File: src/sv/klfe_pkg.sv
// Shared constants, types and arithmetic helpers for the key LED fade engine.
// No dependencies; every other file of the block imports this package.
`timescale 1ns / 1ps

package klfe_pkg;

  localparam int ROWS   = 6;
  localparam int COLS   = 17;
  localparam int DEPTH  = ROWS * COLS;
  localparam int IDX_W  = $clog2(DEPTH);

  localparam int ROW_W  = 3;
  localparam int COL_W  = 5;
  localparam int STEP_W = 4;
  localparam int HOST_W = 2;
  localparam int CFG_IDX_W  = 2;
  localparam int CFG_DATA_W = 4;

  // Configuration register indexes.
  localparam logic [CFG_IDX_W-1:0] REG_USER_STEP        = 2'd0;
  localparam logic [CFG_IDX_W-1:0] REG_INDICATOR_ENABLE = 2'd1;
  localparam logic [CFG_IDX_W-1:0] REG_HOST_INDEX       = 2'd2;

  localparam logic [7:0] LEVEL_FULL = 8'hff;

  // Indicator keys sit on this row, over this column span.
  localparam logic [ROW_W-1:0] IND_ROW     = 3'd1;
  localparam logic [COL_W-1:0] IND_COL_LO  = 5'd1;
  localparam logic [COL_W-1:0] IND_COL_HI  = 5'd3;

  // Fade level of one key after its stored level is looked up and updated.
  typedef struct packed {
    logic             valid;
    logic [ROW_W-1:0] row;
    logic [COL_W-1:0] col;
    logic [7:0]       level;
  } lvl_item_t;

  // Settings that shape the color of a key.
  typedef struct packed {
    logic [STEP_W-1:0] user_step;
    logic              indicator_enable;
    logic [HOST_W-1:0] host_index;
  } color_cfg_t;

  // Base brightness for a step; out-of-range steps clamp to 1 or 10.
  function automatic logic [7:0] base_level(input logic [STEP_W-1:0] step);
    logic [7:0] b;
    case (step)
      4'd0, 4'd1: b = 8'd10;
      4'd2:       b = 8'd37;
      4'd3:       b = 8'd64;
      4'd4:       b = 8'd91;
      4'd5:       b = 8'd118;
      4'd6:       b = 8'd146;
      4'd7:       b = 8'd173;
      4'd8:       b = 8'd200;
      4'd9:       b = 8'd227;
      default:    b = 8'd255;
    endcase
    return b;
  endfunction

  // One release step: subtract (270 - lv) / 15, clamped at zero.
  // The divide by 15 is x * 137 >> 11, exact for x up to 270.
  function automatic logic [7:0] faded(input logic [7:0] lv);
    logic [8:0]  x;
    logic [16:0] p;
    logic [7:0]  dec;
    x   = 9'd270 - {1'b0, lv};
    p   = {8'd0, x} * 17'd137;
    dec = {3'd0, p[15:11]};
    return (lv >= dec) ? (lv - dec) : 8'd0;
  endfunction

  // Floor of x / 255, exact for x below 65280.
  function automatic logic [7:0] div255(input logic [15:0] x);
    logic [16:0] s;
    s = {1'b0, x} + {9'd0, x[15:8]} + 17'd1;
    return s[15:8];
  endfunction

  // Linear store index of a key inside the matrix.
  function automatic logic [IDX_W-1:0] key_index(input logic [ROW_W-1:0] row,
                                                 input logic [COL_W-1:0] col);
    logic [8:0] full;
    full = 9'(row) * 9'(COLS) + 9'(col);
    return full[IDX_W-1:0];
  endfunction

endpackage

File: src/sv/klfe_fade_store.sv
// Per-key fade level store: synchronous memory with a filled bit per key,
// read-modify-write with forwarding from the entry being written. Uses klfe_pkg.
`timescale 1ns / 1ps

module klfe_fade_store (
  input  logic                      clk,
  input  logic                      rst,
  input  logic                      advance,
  input  logic                      take,
  input  logic [klfe_pkg::ROW_W-1:0] key_row,
  input  logic [klfe_pkg::COL_W-1:0] key_col,
  input  logic                      key_pressed,
  output klfe_pkg::lvl_item_t       lvl
);
  import klfe_pkg::*;

  logic [7:0]       mem [0:DEPTH-1];
  logic [DEPTH-1:0] filled;

  logic             in_range;
  logic [IDX_W-1:0] in_idx;

  // First stage: the key whose level is being read back.
  logic             s1_valid;
  logic [ROW_W-1:0] s1_row;
  logic [COL_W-1:0] s1_col;
  logic             s1_pressed;
  logic             s1_in_range;
  logic [IDX_W-1:0] s1_idx;
  logic [7:0]       s1_rdata;
  logic             s1_filled;
  logic             s1_fwd;
  logic [7:0]       s1_fwd_level;

  logic [7:0]       old_level;
  logic [7:0]       new_level;
  logic             do_write;

  assign in_range = (int'(key_row) < ROWS) && (int'(key_col) < COLS);
  assign in_idx   = in_range ? key_index(key_row, key_col) : '0;

  assign old_level = s1_fwd    ? s1_fwd_level :
                     s1_filled ? s1_rdata     : 8'd0;

  always_comb begin
    if (!s1_in_range) begin
      new_level = s1_pressed ? LEVEL_FULL : 8'd0;
    end else if (s1_pressed) begin
      new_level = LEVEL_FULL;
    end else if (old_level == 8'd0) begin
      new_level = 8'd0;
    end else begin
      new_level = faded(old_level);
    end
  end

  // The key in the first stage writes back as it moves on.
  assign do_write = advance && s1_valid && s1_in_range;

  always_ff @(posedge clk) begin
    if (do_write) begin
      mem[s1_idx] <= new_level;
    end
    if (take) begin
      s1_rdata <= mem[in_idx];
    end
  end

  always_ff @(posedge clk) begin
    if (rst) begin
      filled    <= '0;
      s1_valid  <= 1'b0;
      s1_filled <= 1'b0;
      s1_fwd    <= 1'b0;
    end else begin
      if (do_write) begin
        filled[s1_idx] <= 1'b1;
      end
      if (advance) begin
        s1_valid <= take;
      end
      if (take) begin
        s1_filled <= filled[in_idx];
        // The same key may be written at this very edge; take its new level.
        s1_fwd    <= do_write && in_range && (s1_idx == in_idx);
      end
    end
  end

  always_ff @(posedge clk) begin
    if (take) begin
      s1_row       <= key_row;
      s1_col       <= key_col;
      s1_pressed   <= key_pressed;
      s1_in_range  <= in_range;
      s1_idx       <= in_idx;
      s1_fwd_level <= new_level;
    end
  end

  assign lvl.valid = s1_valid;
  assign lvl.row   = s1_row;
  assign lvl.col   = s1_col;
  assign lvl.level = new_level;

endmodule

File: src/sv/klfe_color.sv
// Color stage: level times brightness products, then divide by 255 and the
// indicator override into the output register. Uses klfe_pkg.
`timescale 1ns / 1ps

module klfe_color (
  input  logic                       clk,
  input  logic                       rst,
  input  logic                       advance,
  input  klfe_pkg::lvl_item_t        lvl,
  input  klfe_pkg::color_cfg_t       cfg,
  output logic                       out_valid,
  output logic [klfe_pkg::ROW_W-1:0] led_row,
  output logic [klfe_pkg::COL_W-1:0] led_col,
  output logic [7:0]                 red,
  output logic [7:0]                 green,
  output logic [7:0]                 blue
);
  import klfe_pkg::*;

  logic [7:0]       base;
  logic             ovr;

  logic             s2_valid;
  logic [ROW_W-1:0] s2_row;
  logic [COL_W-1:0] s2_col;
  logic [7:0]       s2_base;
  logic [15:0]      s2_prod_r;
  logic [15:0]      s2_prod_g;
  logic             s2_ovr;

  logic [7:0]       r_calc;
  logic [7:0]       g_calc;

  assign base = base_level(cfg.user_step);
  assign ovr  = cfg.indicator_enable && (lvl.row == IND_ROW) &&
                (lvl.col >= IND_COL_LO) && (lvl.col <= IND_COL_HI) &&
                (lvl.col == {3'd0, cfg.host_index});

  assign r_calc = s2_base + div255(s2_prod_r);
  assign g_calc = s2_base - div255(s2_prod_g);

  always_ff @(posedge clk) begin
    if (rst) begin
      s2_valid  <= 1'b0;
      out_valid <= 1'b0;
    end else if (advance) begin
      s2_valid  <= lvl.valid;
      out_valid <= s2_valid;
    end
  end

  always_ff @(posedge clk) begin
    if (advance) begin
      s2_row    <= lvl.row;
      s2_col    <= lvl.col;
      s2_base   <= base;
      s2_prod_r <= {8'd0, lvl.level} * {8'd0, 8'd255 - base};
      s2_prod_g <= {8'd0, lvl.level} * {8'd0, base};
      s2_ovr    <= ovr;
      led_row   <= s2_row;
      led_col   <= s2_col;
      red       <= s2_ovr ? 8'd0   : r_calc;
      green     <= s2_ovr ? 8'd0   : g_calc;
      blue      <= s2_ovr ? 8'd255 : g_calc;
    end
  end

endmodule

File: src/sv/key_led_fade_engine.sv
// Key LED fade engine top level: configuration registers, pipeline control.
// Depends on klfe_pkg, klfe_fade_store and klfe_color.
//
// Usage:
//   Input channel (in_valid, in_stall, key_row, key_col, key_pressed) takes one
//   key scan result per transfer. Output channel (out_valid, out_stall,
//   led_row, led_col, red, green, blue) gives exactly one color per key, in order.
//   The configuration port writes user_step (index 0), indicator_enable
//   (index 1) and host_index (index 2) on any edge with cfg_write high; other
//   indexes are ignored. Write it only while no key is in flight.
//   An input transfer passes the s1, s2 and output registers to out_valid.
//   Throughput is one key per cycle unless the output stalls: the three-stage
//   pipeline reads the fade store as a key enters the first stage and writes
//   it back as it leaves; a repeat of the previous key is served by forwarding.
//   Reset clears all fade levels at once (a filled flag per key), sets
//   user_step to 2 and the other registers to 0.
//   When the receiver stalls with a result waiting, the whole pipeline holds and
//   in_stall rises; a free output register keeps the pipeline moving.
`timescale 1ns / 1ps

module key_led_fade_engine (
  input  logic                            clk,
  input  logic                            rst,
  input  logic                            cfg_write,
  input  logic [klfe_pkg::CFG_IDX_W-1:0]  cfg_index,
  input  logic [klfe_pkg::CFG_DATA_W-1:0] cfg_data,
  input  logic                            in_valid,
  output logic                            in_stall,
  input  logic [klfe_pkg::ROW_W-1:0]      key_row,
  input  logic [klfe_pkg::COL_W-1:0]      key_col,
  input  logic                            key_pressed,
  output logic                            out_valid,
  input  logic                            out_stall,
  output logic [klfe_pkg::ROW_W-1:0]      led_row,
  output logic [klfe_pkg::COL_W-1:0]      led_col,
  output logic [7:0]                      red,
  output logic [7:0]                      green,
  output logic [7:0]                      blue
);
  import klfe_pkg::*;

  color_cfg_t cfg;
  lvl_item_t  lvl;
  logic       advance;
  logic       take;

  assign advance  = !out_valid || !out_stall;
  assign in_stall = !advance;
  assign take     = advance && in_valid;

  always_ff @(posedge clk) begin
    if (rst) begin
      cfg.user_step        <= 4'd2;
      cfg.indicator_enable <= 1'b0;
      cfg.host_index       <= '0;
    end else if (cfg_write) begin
      case (cfg_index)
        REG_USER_STEP:        cfg.user_step        <= cfg_data[STEP_W-1:0];
        REG_INDICATOR_ENABLE: cfg.indicator_enable <= cfg_data[0];
        REG_HOST_INDEX:       cfg.host_index       <= cfg_data[HOST_W-1:0];
        default: ;
      endcase
    end
  end

  klfe_fade_store u_store (
    .clk         (clk),
    .rst         (rst),
    .advance     (advance),
    .take        (take),
    .key_row     (key_row),
    .key_col     (key_col),
    .key_pressed (key_pressed),
    .lvl         (lvl)
  );

  klfe_color u_color (
    .clk       (clk),
    .rst       (rst),
    .advance   (advance),
    .lvl       (lvl),
    .cfg       (cfg),
    .out_valid (out_valid),
    .led_row   (led_row),
    .led_col   (led_col),
    .red       (red),
    .green     (green),
    .blue      (blue)
  );

endmodule
File: config.mk
export PLATFORM = sky130hd
export DESIGN_NAME = key_led_fade_engine
export DESIGN_NICKNAME = d
export VERILOG_FILES = /design/src/sv/klfe_pkg.sv /design/src/sv/klfe_fade_store.sv /design/src/sv/klfe_color.sv /design/src/sv/key_led_fade_engine.sv
export SDC_FILE = /design/constraint.sdc
export NUM_CORES = 2
export LEC_CHECK = 0
export ABC_AREA = 1
export BUFFER_PORTS_ARGS = -buffer_cell sky130_fd_sc_hd__buf_4
export CORE_MARGIN = 2
export CORE_UTILIZATION = 23
export DETAILED_ROUTE_END_ITERATION = 7
export REMOVE_ABC_BUFFERS = 1
export SYNTH_ARGS = -nofsm -noshare
export SYNTH_HDL_FRONTEND = slang
export SYNTH_SLANG_ARGS = --single-unit
File: constraint.sdc
create_clock -name clk -period 10.3 [get_ports clk]
set_clock_uncertainty 0.2 [all_clocks]
set_input_delay 2.06 -clock clk [delete_from_list [all_inputs] [get_ports clk]]
set_output_delay 2.06 -clock clk [all_outputs]
set_load 0.01 [all_outputs]
Yosys cells after proc, flatten, opt, wreduce, memory -nomap -nowiden. Memories as Yosys holds them, arrays and structs flattened. A register that Yosys moved wholly into a read port is not among the register bits. Index checks and enable logic that the tools add are counted.

Register bits after elaboration: 220. Memory bits (writable): 816. Bits in read-only memories: 128. Bits of input ports: 20. Output and inout port bits: 34. Word-level logic and storage cells: 92. Memories kept: 2.

Memories: u_store.mem (depth 102, bits a word 8, read ports 1, clocked after Yosys merged registers in 1, write ports 1, RTL line klfe_fade_store.sv:17) `logic [7:0] mem [0:DEPTH-1];`; (no name shown) (depth 16, bits a word 8, read ports 1, clocked after Yosys merged registers in 1, write ports 0, RTL line klfe_pkg.sv:49) `case (step)`.

Add/subtract/negate cells: 10. $mul: 4. Order comparisons: 8. Equal/unequal tests: 5. Mux-type cells: 16. Bitwise logic cells: 1. Reduce and logical (&&, ||, !) cells: 20.

Operators with widths (number): 102-bit bitwise OR (1); 8-bit 2-to-1 mux (7); 16-bit by 1-bit adder with 16-bit output (second input constant) (2); 16-bit by 8-bit adder with 16-bit output (2); 8-bit by 8-bit multiplier with 16-bit output (2); 7-bit by 8-bit less-than comparator with 1-bit output (second input constant) (2); 9-bit by 8-bit multiplier with 16-bit output (second input constant) (1); 1-bit logical AND (11); 9-bit by 8-bit subtractor with 9-bit output (first input constant) (1); 8-bit adder (1); 8-bit by 5-bit >= comparator with 1-bit output (1); 8-bit zero test (1); 4-bit 2-to-1 mux (2); 8-bit by 5-bit subtractor with 8-bit output (1); 8-bit subtractor (1); 8-bit subtractor (first input constant) (1); 7-bit by 5-bit adder with 7-bit output (1); 1-bit binary-select mux with 7-bit select (1); 1-bit demux with 7-bit select (1); 7-bit == test (1); 7-bit by 1-bit >= comparator with 1-bit output (second input constant) (1); 3-bit by 5-bit multiplier with 7-bit output (second input constant) (1); 7-bit 2-to-1 mux (1); 2-bit AND reduction (3); other kinds (12) (17).

Logic depth before layout (Yosys ltp).
Depth after elaboration: 10. Gate-level depth with buffers: 56. Depth with buffers taken out: 56.

Cells and area by module. A second synthesis with hierarchy kept.

Cell total of the unflattened synthesis: 4233. Area total of the unflattened synthesis: 48855.6 sq um.

Modules (own cells, without submodules): klfe_fade_store (times used 1, cells each 3222, area an instance 40158.5 sq um, sequential area each 27596.5 sq um); klfe_color (times used 1, cells each 959, area an instance 8343.0 sq um, sequential area each 2472.4 sq um); key_led_fade_engine (times used 1, cells each 52, area an instance 354.1 sq um, sequential area each 140.1 sq um).

Worst setup path before layout. OpenSTA, ideal clock, no wires.

Path kind: register -> register. Start: reg u_store.s1_fwd. End: reg u_color.s2_prod_g[15], data pin. Setup time: 0.260 ns. Arrival time: 10.430 ns. Data required time: 9.840 ns. Setup slack: -0.591 ns. Cell stages (with the launch flop): 45. Buffers on the path: 1. Clock period less this slack: 10.891 ns. Cells stage by stage: dfxtp_1 -> buf_4 -> nand2_1 -> nand2_1 -> nor2_2 -> nand3_2 -> nand3_1 -> inv_1 -> nor2_1 -> ha_1 -> fa_1 -> ha_1 -> ha_1 -> a21oi_1 -> o21ai_0 -> a21oi_1 -> xnor2_1 -> ha_1 -> [... 9 more ...] -> fa_1 -> fa_1 -> inv_1 -> ha_1 -> nand2_1 -> nor2_1 -> nor2_1 -> o21ai_0 -> a21oi_1 -> o21bai_1 -> a21oi_1 -> o21bai_1 -> nand2_1 -> inv_1 -> nor2_1 -> nor2_1 -> nor2_1 -> xor2_1.

RTL lines: from (decl) (RTL line klfe_fade_store.sv:32) `logic s1_fwd;`; from (signal assigned) (RTL line klfe_fade_store.sv:85) `s1_fwd <= do_write && in_range && (s1_idx == in_idx);`; to (signal assigned) (RTL line klfe_color.sv:58) `s2_prod_g <= {8'd0, lvl.level} * {8'd0, base};`; to (decl) (RTL line klfe_color.sv:28) `logic [15:0] s2_prod_g;`.

Final worst setup path.
Start: reg u_store.s1_fwd. End: reg u_color.s2_prod_g[15], data pin.

Word-level cells in the longest chain between the ends: 9. Elaborated cells between the ends (all ways): 11. Classes of those cells: add/sub: 2; mul: 2; order compare: 1; mux: 5; reduce/logical: 1.

RTL lines: 8-bit 2-to-1 mux (*) (RTL line klfe_fade_store.sv:42) `assign old_level = s1_fwd ? s1_fwd_level :`; 9-bit by 8-bit subtractor with 9-bit output (RTL line klfe_pkg.sv:70) `x = 9'd270 - {1'b0, lv};`; 9-bit by 8-bit multiplier with 16-bit output (RTL line klfe_pkg.sv:71) `p = {8'd0, x} * 17'd137;`; 8-bit by 5-bit subtractor with 8-bit output / 8-bit by 5-bit >= comparator with 1-bit output (equally long branches) (RTL line klfe_pkg.sv:73) `return (lv >= dec) ? (lv - dec) : 8'd0;`; 8-bit 2-to-1 mux (RTL line klfe_pkg.sv:73); 8-bit 2-to-1 mux (*) (RTL line klfe_fade_store.sv:50) `end else if (old_level == 8'd0) begin`; 8-bit 2-to-1 mux (*) (RTL line klfe_fade_store.sv:48) `end else if (s1_pressed) begin`; 8-bit 2-to-1 mux (*) (RTL line klfe_fade_store.sv:46) `if (!s1_in_range) begin`; 8-bit by 8-bit multiplier with 16-bit output (*) (RTL line klfe_color.sv:58).

Mark *: on every way between the ends. The rest lies on a longest branch, timed or not. A chain may end at the register's enable or synchronous reset.

==> flow_summary.ini <==
[logic_synthesis]
synth_xor_area_share_pct = 0.809
synthArstFlopShare_pct = 0
seq_area_frac_synth_pct = 63.8
synth_compound_area_share_pct = 12.1
synth_warnings = 0
netlist_area_um2 = 47600
synthMuxAreaShare_pct = 0.0210
ys_seq_elements = 1052
synthAdderAreaFrac_pct = 7.10
synth.distinct_cells = 51
netlist_instances = 4180
synth_flop_cell = edfxtp_1
synth-edff-count = 930
synth_top_family_by_area = compound AO/OA/AOI/OAI gates
syn_area_per_cell_um2 = 11.4
synthSimpleGateAreaFrac_pct = 11.8

[global_routing]
grt_overflow = 0
grt_max_degree = 170
antenna_found_initial = 1
grt_pass1_wl_mm = 192
track_usage_pct = 11.6
grt_pass1_vias = 30800

[placed_design]
portBuffers = 53
post-place-ws_ns = 0.499
dp_hpwl_mm = 74.2
gp_congestion = 0.833
place_area_um2 = 51000

[layout]
final_common_cell = edfxtp_1
layout_common_cells = edfxtp_1 (930), nand2_1 (566), nor2_1 (458)
final_area_um2 = 54600
final_util_pct = 26.4
nets = 4389
multi_input_area_um2 = 15300
antennaDiodeCount = 0
regArea_um2 = 30400
drive_gt1_share_pct = 7.43
area_growth_pct = 14.6
nFillCells = 21300

[sta]
finalSetupViolations = 0
period_share_pct = 92.5
holdWs_ns = 0.182
rsz0062_at_grt = no
final_max_slew_viol_count = 0
min_period_ns = 9.53
worst_pin_slew_ns = 1.23
finalSetupTns_ns = 0
fmax_ghz = 0.105
slew_headroom_pct = 18.1
hold_viol_final = 0
setup_slack_ns = 0.768

[die]
die_h_um = 459
ios = 54
row_count = 167
dieArea_um2 = 211000
start_util_pct = 23.1
coreArea_um2 = 206000
die-width_um = 459

[power_and_ir_drop]
leakage_nw = 19.3
vdd_drop_max_mv = 0.174
power_density_nw_per_um2 = 236

[cts]
clkTransAtPathRegs_ns = 0.06
holdBufCountCts = 0
clock-sinks = 1052
htree_levels = 3
numCtsBuffers = 108
root_buffer = clkbuf_16
clockBufferDepth = 3
clk_latency_ns = 0.76
cts_tree = done

[hold_path]
hp-class = reg -> reg

[worst_setup_path]
crit_arrival_ns = 9.79
critPathMaxStageDelay_ns = 0.52
slowest_stage = fa_1
end_kind = flip-flop
critical_path.max_fanout = 14
startpoint_type = flip-flop
critPathKind = reg -> reg
required_ns = 10.56

[drt]
drc_errors = 0
viasPerCell = 4.60
detail-route-antenna-nets = 0
drt-initial-drc-count = 3284
wl_per_cell_um = 18.2
drt_pre_antenna_iters = 8
drt-total-wl_mm = 126
num_vias = 31900

[outcome]
status = completed

[run]
cap_violations = 0
==> what timing repair did <==
action	CTS	global route
setup buffers	0	0
endpoints found under the setup margin	0	5
resized for setup	0	4
==> flip-flops by register name, indices dropped and copies added (netlist names), 8 cells and up <==
signal	cells
u_color.s2_base	8
u_color.s2_prod_g	16
u_color.base	8
u_store.s1_rdata	8
u_color.green	8
u_color.blue	8
u_color.red	8
u_store.filled	102
u_store.mem	816
u_color.s2_prod_r	16
u_store.s1_fwd_level	8
==> path summary, 6_finish.rpt <==
kind	from	to	slack, ns	depth (start not counted)
setup / recovery	u_store.s1_fwd	u_color.s2_prod_g[15]	0.77	45
hold reg to reg	u_color.s2_col[1]	u_color.led_col[1]	0.18	0
setup reg to reg	u_store.s1_fwd	u_color.s2_prod_g[15]	0.77	45
hold / removal	u_color.s2_col[1]	u_color.led_col[1]	0.18	0
==> through the flow <==
stage	cells	total power [W]
floorplan	3935	0.00800
global placement	6739	0.00906
detailed placement	6739	0.00910
CTS	6941	0.0130
global route	6941	0.0137
finish	6941	0.0129
==> routing by layer <==
layer	routed length, um	track usage (%)
met1	55400	16.1
met5	0	0
met4	4270	4.32
met3	9120	1.54
met2	57300	18.3
==> synthesized netlist by cell type, types with 12 or more instances <==
cell type	instances	area share (%)
a211oi_1	28	0.44
a21oi_1	257	2.7
a311oi_1	16	0.29
buf_1	54	0.43
clkbuf_1	178	1.4
dfxtp_1	122	5.1
edfxtp_1	930	59
fa_1	77	3.2
ha_1	147	3.9
inv_1	300	2.4
nand2_1	575	4.5
nand3_1	258	2.7
nor2_1	460	3.6
nor3_1	28	0.29
o211ai_1	120	1.9
o21ai_0	218	2.3
o21ba_2	12	0.25
o21bai_1	88	1.4
o22ai_1	144	1.9
o311ai_0	16	0.29
xor2_1	35	0.64
==> layout make-up <==
cell class	instances	share of cell area, %
Inverter	312	2.18
Clock inverter	39	0.880
Multi-Input combinational cell	2571	27.9
Clock buffer	163	5.62
Sequential cell	1052	55.7
Timing Repair Buffer	100	1.51
Tap cell	2704	6.20
==> power by group <==
part / switching [W] / internal, W
registers: 0.0000958 / 0.00515
logic: 0.00242 / 0.00135
clock network: 0.00168 / 0.00220
==> critical path: cells and delay by family (launching register included) <==
kind                     cells  cell delay [ns]
buffers and inverters        7             0.62
flip-flops                   1             0.48
adder cells (fa/ha/maj)     11             4.42
AO/OA/AOI/OAI                9             1.43
XOR/XNOR                     2             0.28
AND/OR/NAND/NOR             16             1.89
==> cells by family after synthesis <==
logic type | after synthesis
compound gates | 939
fa+ha+maj | 224
buf+inv | 557
mux | 1
simple gates | 1363
xor+xnor | 44
flops | 1052
Power figures use the tool's default switching activity.
